$ cat src/mlpq_pkg.sv
package mlpq_pkg;

  localparam int unsigned CAPACITY = 1024;
  localparam int unsigned LEVELS   = 5;
  localparam int unsigned IDX_W    = $clog2(CAPACITY);
  localparam int unsigned CNT_W    = IDX_W + 1;
  localparam int unsigned LV_W     = 3;
  localparam int unsigned ID_W     = 32;
  localparam int unsigned TIME_W   = 32;
  localparam int unsigned DATA_W   = LV_W + ID_W + TIME_W;

  localparam logic [CNT_W-1:0] MAX_ENTRIES_RESET = CNT_W'(1000);
  localparam logic [CNT_W-1:0] CAPACITY_CNT      = CNT_W'(CAPACITY);
  localparam logic [LV_W-1:0]  LAST_LEVEL        = LV_W'(LEVELS - 1);

  typedef enum logic [1:0] {
    REQ_SUBMIT    = 2'd0,
    REQ_GET       = 2'd1,
    REQ_GET_BOUND = 2'd2,
    REQ_CANCEL    = 2'd3
  } req_type_e;

  localparam logic [1:0] ST_OK   = 2'd0;
  localparam logic [1:0] ST_FULL = 2'd1;
  localparam logic [1:0] ST_NONE = 2'd2;

  typedef struct packed {
    logic [1:0]        req_type;
    logic [ID_W-1:0]   job_id;
    logic [2:0]        priority_req;
    logic [TIME_W-1:0] deadline;
    logic [2:0]        min_priority;
    logic [TIME_W-1:0] now;
  } mlpq_req_t;

  typedef struct packed {
    logic [1:0]        status;
    logic [ID_W-1:0]   out_job_id;
    logic [2:0]        out_priority;
    logic [TIME_W-1:0] out_deadline;
    logic [10:0]       queue_count;
  } mlpq_rsp_t;

  typedef struct packed {
    logic       load;
    logic       get_rd;
    logic       get_fin;
    logic       walk_start;
    logic       walk_first;
    logic       walk_purge;
    logic       walk_rd;
    logic       walk_eval;
    logic       walk_fin;
    logic       alloc_rd;
    logic       alloc_fresh;
    logic       alloc_free;
    logic       res_set;
    logic [1:0] res_status;
    logic       publish;
  } mlpq_cmd_t;

  typedef struct packed {
    req_type_e req_type;
    logic      full;
    logic      get_found;
    logic      free_avail;
    logic      walk_empty;
    logic      walk_hit_any;
    logic      walk_last;
    logic      walk_purge;
  } mlpq_sts_t;

endpackage

$ cat src/mlpq_ctrl.sv
module mlpq_ctrl import mlpq_pkg::*; (
  input  logic      clk_i,
  input  logic      rst_ni,
  input  logic      req_valid_i,
  output logic      req_ready_o,
  output logic      rsp_valid_o,
  input  logic      rsp_ready_i,
  input  mlpq_sts_t sts_i,
  output mlpq_cmd_t cmd_o
);

  localparam logic [3:0] S_IDLE   = 4'd0;
  localparam logic [3:0] S_DISP   = 4'd1;
  localparam logic [3:0] S_WSTART = 4'd2;
  localparam logic [3:0] S_WEVAL  = 4'd3;
  localparam logic [3:0] S_WEND   = 4'd4;
  localparam logic [3:0] S_PCHK   = 4'd5;
  localparam logic [3:0] S_ALLOC  = 4'd6;
  localparam logic [3:0] S_ALLOC2 = 4'd7;
  localparam logic [3:0] S_GET2   = 4'd8;
  localparam logic [3:0] S_DONE   = 4'd9;

  logic [3:0] state_q, state_d;
  logic       valid_q, valid_d;

  assign req_ready_o = (state_q == S_IDLE);
  assign rsp_valid_o = valid_q;

  always_comb begin
    state_d = state_q;
    valid_d = valid_q;
    cmd_o   = '0;
    if (valid_q && rsp_ready_i) begin
      valid_d = 1'b0;
    end
    case (state_q)
      S_IDLE: begin
        if (req_valid_i) begin
          cmd_o.load = 1'b1;
          state_d = S_DISP;
        end
      end
      S_DISP: begin
        case (sts_i.req_type)
          REQ_SUBMIT: begin
            if (sts_i.full) begin
              cmd_o.walk_start = 1'b1;
              cmd_o.walk_first = 1'b1;
              cmd_o.walk_purge = 1'b1;
              state_d = S_WSTART;
            end else begin
              state_d = S_ALLOC;
            end
          end
          REQ_GET, REQ_GET_BOUND: begin
            if (sts_i.get_found) begin
              cmd_o.get_rd = 1'b1;
              state_d = S_GET2;
            end else begin
              cmd_o.res_set    = 1'b1;
              cmd_o.res_status = ST_NONE;
              state_d = S_DONE;
            end
          end
          REQ_CANCEL: begin
            cmd_o.walk_start = 1'b1;
            cmd_o.walk_first = 1'b1;
            state_d = S_WSTART;
          end
          default: state_d = S_IDLE;
        endcase
      end
      S_WSTART: begin
        if (sts_i.walk_empty) begin
          state_d = S_WEND;
        end else begin
          cmd_o.walk_rd = 1'b1;
          state_d = S_WEVAL;
        end
      end
      S_WEVAL: begin
        cmd_o.walk_eval = 1'b1;
        state_d = S_WSTART;
      end
      S_WEND: begin
        cmd_o.walk_fin = 1'b1;
        if (!sts_i.walk_purge && sts_i.walk_hit_any) begin
          cmd_o.res_set    = 1'b1;
          cmd_o.res_status = ST_OK;
          state_d = S_DONE;
        end else if (sts_i.walk_last) begin
          if (sts_i.walk_purge) begin
            state_d = S_PCHK;
          end else begin
            cmd_o.res_set    = 1'b1;
            cmd_o.res_status = ST_NONE;
            state_d = S_DONE;
          end
        end else begin
          cmd_o.walk_start = 1'b1;
          cmd_o.walk_purge = sts_i.walk_purge;
          state_d = S_WSTART;
        end
      end
      S_PCHK: begin
        if (sts_i.full) begin
          cmd_o.res_set    = 1'b1;
          cmd_o.res_status = ST_FULL;
          state_d = S_DONE;
        end else begin
          state_d = S_ALLOC;
        end
      end
      S_ALLOC: begin
        if (sts_i.free_avail) begin
          cmd_o.alloc_rd = 1'b1;
          state_d = S_ALLOC2;
        end else begin
          cmd_o.alloc_fresh = 1'b1;
          cmd_o.res_set     = 1'b1;
          cmd_o.res_status  = ST_OK;
          state_d = S_DONE;
        end
      end
      S_ALLOC2: begin
        cmd_o.alloc_free = 1'b1;
        cmd_o.res_set    = 1'b1;
        cmd_o.res_status = ST_OK;
        state_d = S_DONE;
      end
      S_GET2: begin
        cmd_o.get_fin    = 1'b1;
        cmd_o.res_set    = 1'b1;
        cmd_o.res_status = ST_OK;
        state_d = S_DONE;
      end
      S_DONE: begin
        if (!valid_q || rsp_ready_i) begin
          cmd_o.publish = 1'b1;
          valid_d = 1'b1;
          state_d = S_IDLE;
        end
      end
      default: state_d = S_IDLE;
    endcase
  end

  always_ff @(posedge clk_i or negedge rst_ni) begin
    if (!rst_ni) begin
      state_q <= S_IDLE;
      valid_q <= 1'b0;
    end else begin
      state_q <= state_d;
      valid_q <= valid_d;
    end
  end

endmodule

$ cat config.mk
export PLATFORM = sky130hd
export DESIGN_NAME = mlpq_ctrl
export DESIGN_NICKNAME = d
export VERILOG_FILES = /design/src/mlpq_pkg.sv /design/src/mlpq_ctrl.sv
export SDC_FILE = /design/constraint.sdc
export NUM_CORES = 1
export LEC_CHECK = 0
export ABC_CLOCK_PERIOD_IN_PS = 1900
export BUFFER_PORTS_ARGS = -buffer_cell sky130_fd_sc_hd__clkbuf_2
export CORE_UTILIZATION = 43
export DETAILED_ROUTE_END_ITERATION = 12
export GPL_TIMING_DRIVEN = 0
export PLACE_DENSITY = 0.88
export SYNTH_ARGS = -nofsm -noshare
export SYNTH_HDL_FRONTEND = slang
export SYNTH_SLANG_ARGS = --single-unit
$ cat constraint.sdc
create_clock -name clk_i -period 1.9 [get_ports clk_i]
set_clock_uncertainty 0.1 [all_clocks]
set_input_delay 0.19 -clock clk_i [delete_from_list [all_inputs] [get_ports clk_i]]
set_output_delay 0.19 -clock clk_i [all_outputs]
set_load 0.02 [all_outputs]
==> impl_summary.log <==
[metrics] run status: complete, but fails checks
[metrics] violated checks: setup timing
[metrics] leading area contributor after synthesis: sky130_fd_sc_hd__dfrtp_1
[metrics] number of antenna-violating nets in the routed design: 0
[metrics] area occupied by registers: 127.6 um2
[metrics] post-synthesis mux area share: under 10%
[metrics] Worst Path Max Fanout: 3
[metrics] count of maximum capacitance violations: 0
[metrics] post-synthesis average cell area: 8.031 um2
[metrics] buffer depth of the longest clock path: 2
[metrics] final-report setup violation count: 3
[metrics] Peak Freq: about 0.5 GHz
[metrics] sequential share of the synthesized area: approximately a fifth
[metrics] initial antenna violation count: 0
[metrics] I/O Buffers: 30
[metrics] worst setup path class: flop to primary output
[metrics] Hold Crit Class: input pin to async pin
[metrics] required time of the critical path: 1610 ps
[metrics] basic-gate share of the synthesized area counting and, or, nand and nor cells: 52.42%
[metrics] pwr dens: ~1300 mW/mm2
[metrics] wire length of the first global-routing pass: 2808 um
[metrics] number of distinct library cells after synthesis: 38
[metrics] iteration-0 DRC count of the detailed router: 27
[metrics] slowest cell on the critical path: sky130_fd_sc_hd__dfrtp_1
[metrics] internal power summed over all cells: 0.6437 mW
[metrics] share of power burned in the clock network: approximately 10%
[metrics] I/O Pins: 31
[metrics] Die Y: about 40 um
[metrics] total power: roughly 1.2 mW
[metrics] number of detailed-route iterations in the first pass: 4
[metrics] proportion of power drawn by flip-flops and latches: 17.3%
[metrics] via count of the first global-routing pass: ~680
[metrics] hold slack: between 150 and 200 ps
[metrics] Num CTS Buffers: 3
[metrics] overall routing resource usage: between 20% and 30%
[metrics] complex-gate fraction of the synthesized area: about an eighth
[metrics] mean routed wirelength per cell: approximately 14 um
[metrics] Die Footprint: between 0.0015 and 0.002 mm2
[metrics] Clock Pin Slew Worst Setup and Hold Paths: 40 ps
[metrics] top cells by area, synth: sky130_fd_sc_hd__dfrtp_1, sky130_fd_sc_hd__ha_1, sky130_fd_sc_hd__nor2b_1
[metrics] post-detailed-routing wire length: 1908 um
[metrics] multi-input gate area in the final layout: ~490 um2
[metrics] fraction of the mapped netlist area in adder cells: 6.316%
[metrics] Die Wd: roughly 39 um
[metrics] maximum number of pins on one net before global-route repair: 11
[metrics] unrepaired setup endpoints after global routing: true
[metrics] number of H-tree levels: 1
[metrics] Syn Nets: 90
[metrics] detailed-placement wirelength estimate: between 1000 and 1500 um
[metrics] clock sinks: 5
[metrics] data arrival at the endpoint of the critical path: between 1500 and 2000 ps
[metrics] share of the cycle needed by the critical path after routing: 106.2%
[metrics] DR vias: 760
[metrics] slew of the pin with the lowest slew margin: roughly 340 ps
[metrics] # fillers: 109
[metrics] combinational power share: roughly 73%
[metrics] sort of element at the end of the critical path: primary output
[metrics] nets: roughly 130
[metrics] clock tree from TritonCTS: done
[metrics] post-synthesis xor/xnor area fraction: 0%
[metrics] clock latency reported for the late side of the worst-skew pair: between 200 and 250 ps
[metrics] post-synth top area share: around a fifth
[metrics] number of slew-limit violations in the final report: 0
[metrics] time the final worst path needs with I/O delays and setup: ~2000 ps
[metrics] min setup slack post-route: -118.7 ps
[metrics] Lkg Pwr: between 0.4 and 0.5 nW
[metrics] global-route congestion overflow total: 0
[metrics] library cell appearing most often on the critical path: sky130_fd_sc_hd__buf_4
[metrics] depth of the most critical reg-to-reg path: 5
[metrics] gate count of the mapped netlist: 74
[metrics] kind of start point of the critical path: flop
[metrics] largest family of logic cells by synthesized area: simple AND/OR/NAND/NOR gates
[metrics] endpoint of the worst register-to-register path: state_q[1]
[metrics] proportion of layout cells with a drive suffix above 1: 50.43%
[metrics] vias per std cell: between 5 and 6
[metrics] clock root buffer: sky130_fd_sc_hd__clkbuf_4
[metrics] Net Sw Frac: 47.38%
[metrics] starting utilization of the core area: a little under half
[metrics] reg-to-reg critical path startpoint: state_q[0]
[metrics] std cell rows: 13
[metrics] Cell Chain, Critical Path: nand2b_4 > buf_4 > or3_1 > o311a_1 > o21ai_1 > buf_4
[metrics] worst slew margin relative to its limit: between 70 and 80%
[metrics] area delta synth->final: 59.79%
[metrics] Largest stage delay, worst path: ~400 ps
[metrics] Core Footprint: 0.001285 mm2
[metrics] Final Hold Vio Count: 0
[metrics] Max VDD drop: 1.044 mV
[metrics] DRC: 0
[metrics] R2R Setup Slk: 140 ps
[metrics] # diodes: 0
[metrics] FF+latch count, synth: 5
[metrics] Switching Power: 0.5795 mW
[metrics] post-synth design cell area: 594.3 um2
[metrics] final weighted congestion in routability-driven placement: between 0.8 and 0.9
[metrics] number of warning messages in the yosys log: 0
[metrics] Layout Utilization: between 70% and 80%
## worst max path at each step
stage / from / to / slack (ps) / depth (start not counted)
6_report: state_q[3] / cmd_o[3] / -120 / 6
2_1_floorplan: state_q[3] / state_q[0] / 0.2 / 4
3_3_place_gp: state_q[3] / cmd_o[3] / 30 / 5
5_1_grt: state_q[1] / cmd_o[3] / -210 / 6
3_5_place_dp: state_q[1] / cmd_o[3] / 10 / 6
4_1_cts: state_q[3] / cmd_o[3] / -130 / 5
## power by group through the flow
stage          Combinational (mW)  Sequential, mW  Clock [mW]
3_5_place_dp                0.683           0.208           0
5_1_grt                     0.949           0.214       0.137
2_1_floorplan               0.506           0.208           0
6_report                    0.889           0.211       0.123
3_3_place_gp                0.669           0.204           0
4_1_cts                     0.787           0.208       0.128
## synth_stat cells, drive strengths merged
cell type	n
buf	3
or2	2
nand2b	4
or3	3
and2	1
dfrtp	5
clkbuf	1
nand3	1
a32o	1
nor4bb	1
mux2i	1
a21oi	2
and4b	1
nand2	5
o32ai	1
and3	2
nor2b	5
nor2	7
and3b	1
nor3b	2
nor3	3
o21ai	2
a31oi	2
nand4bb	1
ha	3
o311ai	1
nor4	2
or4	2
nor4b	3
o311a	1
nand3b	1
inv	4
## repair_timing
item,CTS,global route
setup buffers,5,3
hold buffers,1,0
resized for setup,13,14
hold endpoints to repair,5,0
endpoints found under the setup margin,6,7
pin swaps,2,11
## logic make-up (layout without fill, tap and decap cells)
group,Yosys count,in the layout
multiplexers,1,1
AND/OR/NAND/NOR,47,47
adder cells (fa/ha/maj),3,3
flip-flops,5,5
AO/OA/AOI/OAI,10,10
buffers and inverters,8,51
## sequential cells by signal, summed over array words and instances, names as in the netlist
signal / flops
rsp_valid_o: 1
state_q: 4
## cells in the final DEF, fill, tap and decap left out, types with 2 or more instances in the layout
cell and n:
sky130_fd_sc_hd__clkbuf_2 24, sky130_fd_sc_hd__dfrtp_1 3, sky130_fd_sc_hd__inv_1 3, sky130_fd_sc_hd__nor2_1 7
sky130_fd_sc_hd__nor4b_4 2, sky130_fd_sc_hd__and3_1 2, sky130_fd_sc_hd__clkbuf_4 3, sky130_fd_sc_hd__or2_1 2
sky130_fd_sc_hd__buf_2 2, sky130_fd_sc_hd__dfrtp_2 2, sky130_fd_sc_hd__nand2_2 2, sky130_fd_sc_hd__nor3_1 3
sky130_fd_sc_hd__nand2b_1 3, sky130_fd_sc_hd__a21oi_1 2, sky130_fd_sc_hd__nor2b_1 4, sky130_fd_sc_hd__ha_1 3
sky130_fd_sc_hd__buf_6 3, sky130_fd_sc_hd__buf_4 13, sky130_fd_sc_hd__or4_1 2, sky130_fd_sc_hd__o21ai_1 2
sky130_fd_sc_hd__nor3b_1 2, sky130_fd_sc_hd__or3_1 2, sky130_fd_sc_hd__nand2_1 3
## layer usage
layer  track usage, %  part of all wire, %  wire, um  vias to the layer above
li1                 -                    -         -                      362
met2            50.42                   52       994                       47
met4            10.34                  3.0        57                        0
met5                0                    0         0                        -
met3            5.780                  6.3       120                       10
met1            29.27                   39       736                      341
## cell type report
type                            count  area share, %
Multi-Input combinational cell     61          51.65
Timing Repair Buffer               39          25.56
Sequential cell                     5          13.44
Buffer                              4          3.030
Clock buffer                        4          2.767
Tap cell                           15          1.976
Inverter                            4          1.581
## critical path, delay by kind of cell, from the launching register on
family | cells | cell delay (ps)
AO/OA/AOI/OAI | 2 | 260
flip-flops | 1 | 400
AND/OR/NAND/NOR | 2 | 550
buffers and inverters | 2 | 290
## stage by stage
step                      setup slack, ps  cell area [um2]  TNS, ps  std cells
after floorplan                    0.2343            616.8        0         74
after detailed placement            14.49            785.8        0        119
after CTS                          -127.1            900.9   -302.2        129
final                              -118.7            949.7   -202.8        132
after global routing               -210.5            949.7   -517.6        132
after global placement              26.35            785.8        0        119
(Power assumes the default switching activity.)
